$ cat config.mk
export PLATFORM = sky130hd
export DESIGN_NAME = c8cpu_ctrl
export DESIGN_NICKNAME = d
export VERILOG_FILES = /design/src/hw/rtl/c8cpu_pkg.sv /design/src/hw/rtl/c8cpu_ctrl.sv
export SDC_FILE = /design/constraint.sdc
export NUM_CORES = 1
export LEC_CHECK = 0
export BUFFER_PORTS_ARGS = -buffer_cell sky130_fd_sc_hd__buf_2
export CAP_MARGIN = 20
export CORE_MARGIN = 5
export CORE_UTILIZATION = 45
export CTS_CLUSTER_DIAMETER = 50
export DETAILED_ROUTE_END_ITERATION = 10
export PLACE_DENSITY = 0.77
export SLEW_MARGIN = 40
export SYNTH_ARGS = -nofsm -noshare
export SYNTH_HDL_FRONTEND = slang
export SYNTH_SLANG_ARGS = --single-unit
$ cat constraint.sdc
create_clock -name i_clk -period 3.1 [get_ports i_clk]
set_clock_uncertainty 0.05 [all_clocks]
set_input_delay 0.31 -clock i_clk [delete_from_list [all_inputs] [get_ports i_clk]]
set_output_delay 0.31 -clock i_clk [all_outputs]
set_load 0.05 [all_outputs]
$ cat src/hw/rtl/c8cpu_pkg.sv
// ----------------------------------------------------------------------------
// c8cpu_pkg
// Shared types and constants of the CHIP-8 core: sizes, the sequencer step
// encoding, controller/datapath command and status, and the font table.
// ----------------------------------------------------------------------------
package c8cpu_pkg;

    // machine sizes
    localparam int MEMORY_BYTES  = 4096;
    localparam int STACK_DEPTH   = 16;
    localparam int SCREEN_WIDTH  = 64;
    localparam int SCREEN_HEIGHT = 32;
    localparam int NUM_REGS      = 16;

    localparam int MEM_AW = $clog2(MEMORY_BYTES);
    localparam int ROW_AW = $clog2(SCREEN_HEIGHT);
    localparam int REG_AW = $clog2(NUM_REGS);
    localparam int SP_W   = $clog2(STACK_DEPTH);
    localparam int CNT_W  = MEM_AW;

    localparam logic [11:0] PC_RESET   = 12'h200;
    localparam int          FONT_BYTES = 80;

    // host command codes
    typedef enum logic [1:0] {
        HC_EXEC  = 2'd0,
        HC_WRITE = 2'd1,
        HC_READ  = 2'd2,
        HC_ROW   = 2'd3
    } t_host_cmd;

    // sequencer steps, one-hot
    localparam int STEP_W = 25;
    typedef enum logic [STEP_W-1:0] {
        ST_CLEAR = STEP_W'(1) << 0,
        ST_IDLE  = STEP_W'(1) << 1,
        ST_DISP  = STEP_W'(1) << 2,
        ST_HWR   = STEP_W'(1) << 3,
        ST_HRD   = STEP_W'(1) << 4,
        ST_HROW  = STEP_W'(1) << 5,
        ST_HCAP  = STEP_W'(1) << 6,
        ST_F1    = STEP_W'(1) << 7,
        ST_F2    = STEP_W'(1) << 8,
        ST_F3    = STEP_W'(1) << 9,
        ST_F4    = STEP_W'(1) << 10,
        ST_F5    = STEP_W'(1) << 11,
        ST_F6    = STEP_W'(1) << 12,
        ST_EXEC  = STEP_W'(1) << 13,
        ST_WRF   = STEP_W'(1) << 14,
        ST_CLS   = STEP_W'(1) << 15,
        ST_SPRA  = STEP_W'(1) << 16,
        ST_SPRB  = STEP_W'(1) << 17,
        ST_BCD   = STEP_W'(1) << 18,
        ST_STA   = STEP_W'(1) << 19,
        ST_STB   = STEP_W'(1) << 20,
        ST_LDA   = STEP_W'(1) << 21,
        ST_LDB   = STEP_W'(1) << 22,
        ST_FIN   = STEP_W'(1) << 23,
        ST_DONE  = STEP_W'(1) << 24
    } t_step;

    // what the decoded instruction needs after its first execute cycle
    typedef enum logic [2:0] {
        OC_FIN   = 3'd0,
        OC_FLAG  = 3'd1,
        OC_CLS   = 3'd2,
        OC_DRAW  = 3'd3,
        OC_DRAW0 = 3'd4,
        OC_BCD   = 3'd5,
        OC_STORE = 3'd6,
        OC_LOAD  = 3'd7
    } t_opclass;

    // controller to datapath
    typedef struct packed {
        t_step            step;
        logic [CNT_W-1:0] cnt;
        logic             take;
    } t_ctl;

    // datapath to controller
    typedef struct packed {
        t_host_cmd   hcmd;
        t_opclass    cls;
        logic [3:0]  lim;
        logic        out_free;
    } t_stat;

    // hex digit glyphs
    localparam logic [7:0] FONT [FONT_BYTES] = '{
        8'hF0, 8'h90, 8'h90, 8'h90, 8'hF0, 8'h20, 8'h60, 8'h20, 8'h20, 8'h70,
        8'hF0, 8'h10, 8'hF0, 8'h80, 8'hF0, 8'hF0, 8'h10, 8'hF0, 8'h10, 8'hF0,
        8'h90, 8'h90, 8'hF0, 8'h10, 8'h10, 8'hF0, 8'h80, 8'hF0, 8'h10, 8'hF0,
        8'hF0, 8'h80, 8'hF0, 8'h90, 8'hF0, 8'hF0, 8'h10, 8'h20, 8'h40, 8'h40,
        8'hF0, 8'h90, 8'hF0, 8'h90, 8'hF0, 8'hF0, 8'h90, 8'hF0, 8'h10, 8'hF0,
        8'hF0, 8'h90, 8'hF0, 8'h90, 8'h90, 8'hE0, 8'h90, 8'hE0, 8'h90, 8'hE0,
        8'hF0, 8'h80, 8'h80, 8'h80, 8'hF0, 8'hE0, 8'h90, 8'h90, 8'h90, 8'hE0,
        8'hF0, 8'h80, 8'hF0, 8'h80, 8'hF0, 8'hF0, 8'h80, 8'hF0, 8'h80, 8'h80
    };

endpackage

$ cat src/hw/rtl/c8cpu_ctrl.sv
// ----------------------------------------------------------------------------
// c8cpu_ctrl
// Sequencer of the CHIP-8 core: reset sweep, host commands, fetch, decode,
// multi-cycle instruction loops, timer tick and result handoff.
// ----------------------------------------------------------------------------
module c8cpu_ctrl (
    input  logic             i_clk,
    input  logic             i_rst_n,
    input  logic             i_in_valid,
    output logic             o_in_ready,
    input  c8cpu_pkg::t_stat i_stat,
    output c8cpu_pkg::t_ctl  o_ctl
);
    import c8cpu_pkg::*;

    t_step            r_step, n_step;
    logic [CNT_W-1:0] r_cnt, n_cnt;
    logic             take;

    assign take       = (r_step == ST_IDLE) && i_in_valid;
    assign o_in_ready = (r_step == ST_IDLE);

    // next step and loop counter
    always_comb begin
        n_step = r_step;
        n_cnt  = r_cnt;
        case (r_step)
            ST_CLEAR: begin
                n_cnt = r_cnt + 1'b1;
                if (r_cnt == CNT_W'(MEMORY_BYTES - 1)) begin
                    n_step = ST_IDLE;
                end
            end
            ST_IDLE: begin
                if (take) begin
                    n_step = ST_DISP;
                end
            end
            ST_DISP: begin
                case (i_stat.hcmd)
                    HC_EXEC:  n_step = ST_F1;
                    HC_WRITE: n_step = ST_HWR;
                    HC_READ:  n_step = ST_HRD;
                    default:  n_step = ST_HROW;
                endcase
            end
            ST_HWR:  n_step = ST_DONE;
            ST_HRD:  n_step = ST_HCAP;
            ST_HROW: n_step = ST_HCAP;
            ST_HCAP: n_step = ST_DONE;
            ST_F1:   n_step = ST_F2;
            ST_F2:   n_step = ST_F3;
            ST_F3:   n_step = ST_F4;
            ST_F4:   n_step = ST_F5;
            ST_F5:   n_step = ST_F6;
            ST_F6:   n_step = ST_EXEC;
            ST_EXEC: begin
                n_cnt = '0;
                case (i_stat.cls)
                    OC_FLAG:  n_step = ST_WRF;
                    OC_CLS:   n_step = ST_CLS;
                    OC_DRAW:  n_step = ST_SPRA;
                    OC_DRAW0: n_step = ST_WRF;
                    OC_BCD:   n_step = ST_BCD;
                    OC_STORE: n_step = ST_STA;
                    OC_LOAD:  n_step = ST_LDA;
                    default:  n_step = ST_FIN;
                endcase
            end
            ST_WRF: n_step = ST_FIN;
            ST_CLS: begin
                n_cnt = r_cnt + 1'b1;
                if (r_cnt == CNT_W'(SCREEN_HEIGHT - 1)) begin
                    n_step = ST_FIN;
                end
            end
            ST_SPRA: n_step = ST_SPRB;
            ST_SPRB: begin
                n_cnt = r_cnt + 1'b1;
                if (r_cnt[3:0] == 4'(i_stat.lim - 4'd1)) begin
                    n_step = ST_WRF;
                end else begin
                    n_step = ST_SPRA;
                end
            end
            ST_BCD: begin
                n_cnt = r_cnt + 1'b1;
                if (r_cnt == CNT_W'(2)) begin
                    n_step = ST_FIN;
                end
            end
            ST_STA: n_step = ST_STB;
            ST_STB: begin
                n_cnt = r_cnt + 1'b1;
                if (r_cnt[3:0] == i_stat.lim) begin
                    n_step = ST_FIN;
                end else begin
                    n_step = ST_STA;
                end
            end
            ST_LDA: n_step = ST_LDB;
            ST_LDB: begin
                n_cnt = r_cnt + 1'b1;
                if (r_cnt[3:0] == i_stat.lim) begin
                    n_step = ST_FIN;
                end else begin
                    n_step = ST_LDA;
                end
            end
            ST_FIN: n_step = ST_DONE;
            ST_DONE: begin
                if (i_stat.out_free) begin
                    n_step = ST_IDLE;
                end
            end
            default: n_step = ST_IDLE;
        endcase
    end

    // state registers
    always_ff @(posedge i_clk) begin
        if (!i_rst_n) begin
            r_step <= ST_CLEAR;
            r_cnt  <= '0;
        end else begin
            r_step <= n_step;
            r_cnt  <= n_cnt;
        end
    end

    assign o_ctl.step = r_step;
    assign o_ctl.cnt  = r_cnt;
    assign o_ctl.take = take;
endmodule

==> summary.txt <==
Run status
  • Outcome: complete, no violations

GRT
  • Overall Global Routing Usage: 19.4%
  • Overflow left after global routing: 0
  • Maximum number of pins on one net before global-route repair: 22
  • Vias in the first global route: 2205
  • Wire length of the first global-routing pass: 10.3 mm
  • Antenna violations before repair: 0

Synth
  • Gate Count Post-Synth: 296
  • Mapped Avg Cell Area: 8.01 um2
  • Synth area leaders: dfxtp_1, nor3_1, o21ai_0
  • Area of the mapped netlist: 0.00237 mm2
  • Flip-flop and latch count after synthesis: 37
  • Count of flip-flops with a built-in enable after synthesis: 0
  • Asr flop ratio synth: 0%
  • Warnings, synthesis: 0
  • Most frequent cell after synthesis: dfxtp_1
  • Most used DFF post-synth: dfxtp_1
  • Post-Syn Nets: 312
  • Distinct cell type count after synthesis: 50
  • Top-area cell type share of the netlist area: 31.3%
  • Part of the Yosys area used for sequential elements: 31.3%
  • Top cells by count, synth: dfxtp_1, nand2_1, nor3_1
  • Synth area leader: dfxtp_1

Final layout
  • Final instance area: 0.00279 mm2
  • # nets final: 360
  • Signed area change from the synthesized netlist to the final layout: 17.5%
  • Multi-input combinational cell area: 0.00152 mm2
  • Sequential Area: 741 um2
  • Final-layout fill cell count: 502
  • Fraction of layout instances using a drive strength above 1: 23.8%
  • # diodes: 0

Floorplanning
  • Die area: 0.00682 mm2
  • Overall die height: 82.6 um
  • Core region area: 0.00511 mm2
  • Initial Utilization: 46.4%
  • Number of rows in the core area: 26
  • Count of pins on the block boundary: 52
  • Die X-Extent: 82.6 um

Clock network
  • PostCTS Resize Cnt: 0
  • Cts bufs inserted: 5
  • Clk buf depth: 2
  • Post-CTS setup buffers: 0
  • Clock transition at path regs: 0.08 ns
  • Clock latency on the worst-skew pair: 0.29 ns
  • Number of hold-repair buffers added at the cts stage: 0
  • Clock root buffer: clkbuf_8
  • CTS H-tree lvls: 2
  • TritonCTS clock tree: done
  • Num Clock Sinks: 37

Power
  • P_leak: 0.00113 uW
  • Switching pwr: 378 uW
  • Clock group share of total power: 36.1%
  • Power density normalized to cell area: 438 mW/mm2
  • Cell internal pwr: 841 uW
  • Power consumption: 1220 uW
  • Combinational share of power: 21.3%
  • Flop pwr share: 42.6%
  • Sw Share: 31.0%
  • Worst voltage drop across the vdd grid: 0.251 mV

Placement
  • Post-place instance area: 0.00267 mm2
  • PortBufs: 51
  • Final weighted congestion in routability-driven placement: 0.910
  • Hpwl dp: 4.66 mm

Routing
  • Routed WL per cell: 15.5 um
  • Routed via count divided by cell count: 5.82
  • Residual DRC: 0
  • Router iterations before antenna repair: 4
  • Total wirelength of the detailed-routed design: 6.42 mm
  • Number of vias in the routed layout: 2417
  • DRT iter0 DRCs: 160
  • Antenna Violating Nets Remaining: 0

Worst setup path
  • Crit path launch type: register
  • Arr. time, crit path: 2.26 ns
  • Required time worst endpoint: 2.74 ns
  • Critical-path maximum fanout: 10
  • Worst Setup Path Type: reg2out
  • Critical Path Sink Type: output pin

Timing
  • Post-Route Setup TNS: 0 ns
  • Hold Worst Slack: 0.158 ns
  • Fin crit period: 2.62 ns
  • RSZ-0062 raised after global routing: no
  • Final Max Slew Viols: 0
  • Number of hold violations in the final report: 0
  • Fmax: 0.382 GHz
  • Period utilization: 84.4%
  • Final setup violating endpoints: 0
  • Worst slew margin: 60.3%
  • Slew at the pin closest to its max-slew limit: 0.591 ns

Min path
  • Path category of the worst min-delay check: in2reg

Run
  • Count of maximum capacitance violations: 0
[cell type report]
type / count / area share, %
timing repair buffer: 55 / 10.2
tap: 70 / 3.14
inverter: 9 / 1.21
clock buffer: 7 / 3.10
clock inverter: 1 / 1.08
sequential: 37 / 26.6
multi-input combinational: 236 / 54.6
[flip-flops by register name (all words and copies together), names as in the netlist]
name / flops
r_step: 25
r_cnt: 12
[logic make-up (layout without fill, tap and decap cells)]
logic type,after synthesis,after routing,share of synthesized area (%)
AO/OA/AOI/OAI,49,49,12.2
XOR/XNOR,17,17,6.28
adder cells (fa/ha/maj),3,3,1.58
buffers and inverters,23,72,4.75
flip-flops,37,37,31.3
multiplexers,1,1,0.422
AND/OR/NAND/NOR,166,166,43.5
[cell usage in the layout (no fill, tap or decap), drive strengths merged, types with 7 or more instances in the layout]
cell type	netlist	routed
a21oi	8	8
nand4b	8	8
nor3	26	26
dfxtp	37	37
buf	8	55
nor4	20	20
clkbuf	6	7
xor2	9	9
xnor2	8	8
nand3	11	11
o21ai	25	25
nor2	25	25
nand2	27	27
inv	9	9
nand4	11	11
[critical path: stages (launching register included)]
cell and delay [ns]:
dfxtp_1 0.34, nor3_1 0.52, nand2_1 0.38, nor3_2 0.39, buf_2 0.33
[power by group through the flow]
stage / clock network, uW / logic, uW / registers [uW]
6_report: 440 / 260 / 519
5_1_grt: 466 / 279 / 525
4_1_cts: 449 / 258 / 519
3_5_place_dp: 0 / 257 / 531
3_3_place_gp: 0 / 255 / 530
2_1_floorplan: 0 / 151 / 572
[per-stage QoR]
stage	cells	setup slack, ns	util, %
after global routing	415	0.274	54.5
after detailed placement	407	0.579	52.3
after floorplan	296	0.278	-
after global placement	407	0.621	52.3
final	415	0.484	54.5
after CTS	415	0.503	54.5
[layer usage]
layer | routed length, um | vias up | global-route usage (%)
li1 | - | 1209 | -
met1 | 2820 | 1116 | 24.2
met2 | 3120 | 71 | 32.8
met3 | 335 | 21 | 3.80
met4 | 148 | 0 | 7.35
met5 | 0 | - | 0
[path summary, 6_finish.rpt]
check,slack (ns),depth (start not counted),to,from
worst max-delay path,0.48,4,o_in_ready,r_step[4]$_SDFFE_PN0P_
worst min-delay path,0.16,2,r_step[3]$_SDFFE_PN0P_,i_stat[9]
worst max register to register,0.56,7,r_step[13]$_SDFFE_PN0P_,r_cnt[1]$_SDFFE_PN0P_
worst min register to register,0.49,2,r_step[8]$_SDFFE_PN0P_,r_step[7]$_SDFFE_PN0P_
(Power assumes the default switching activity.)
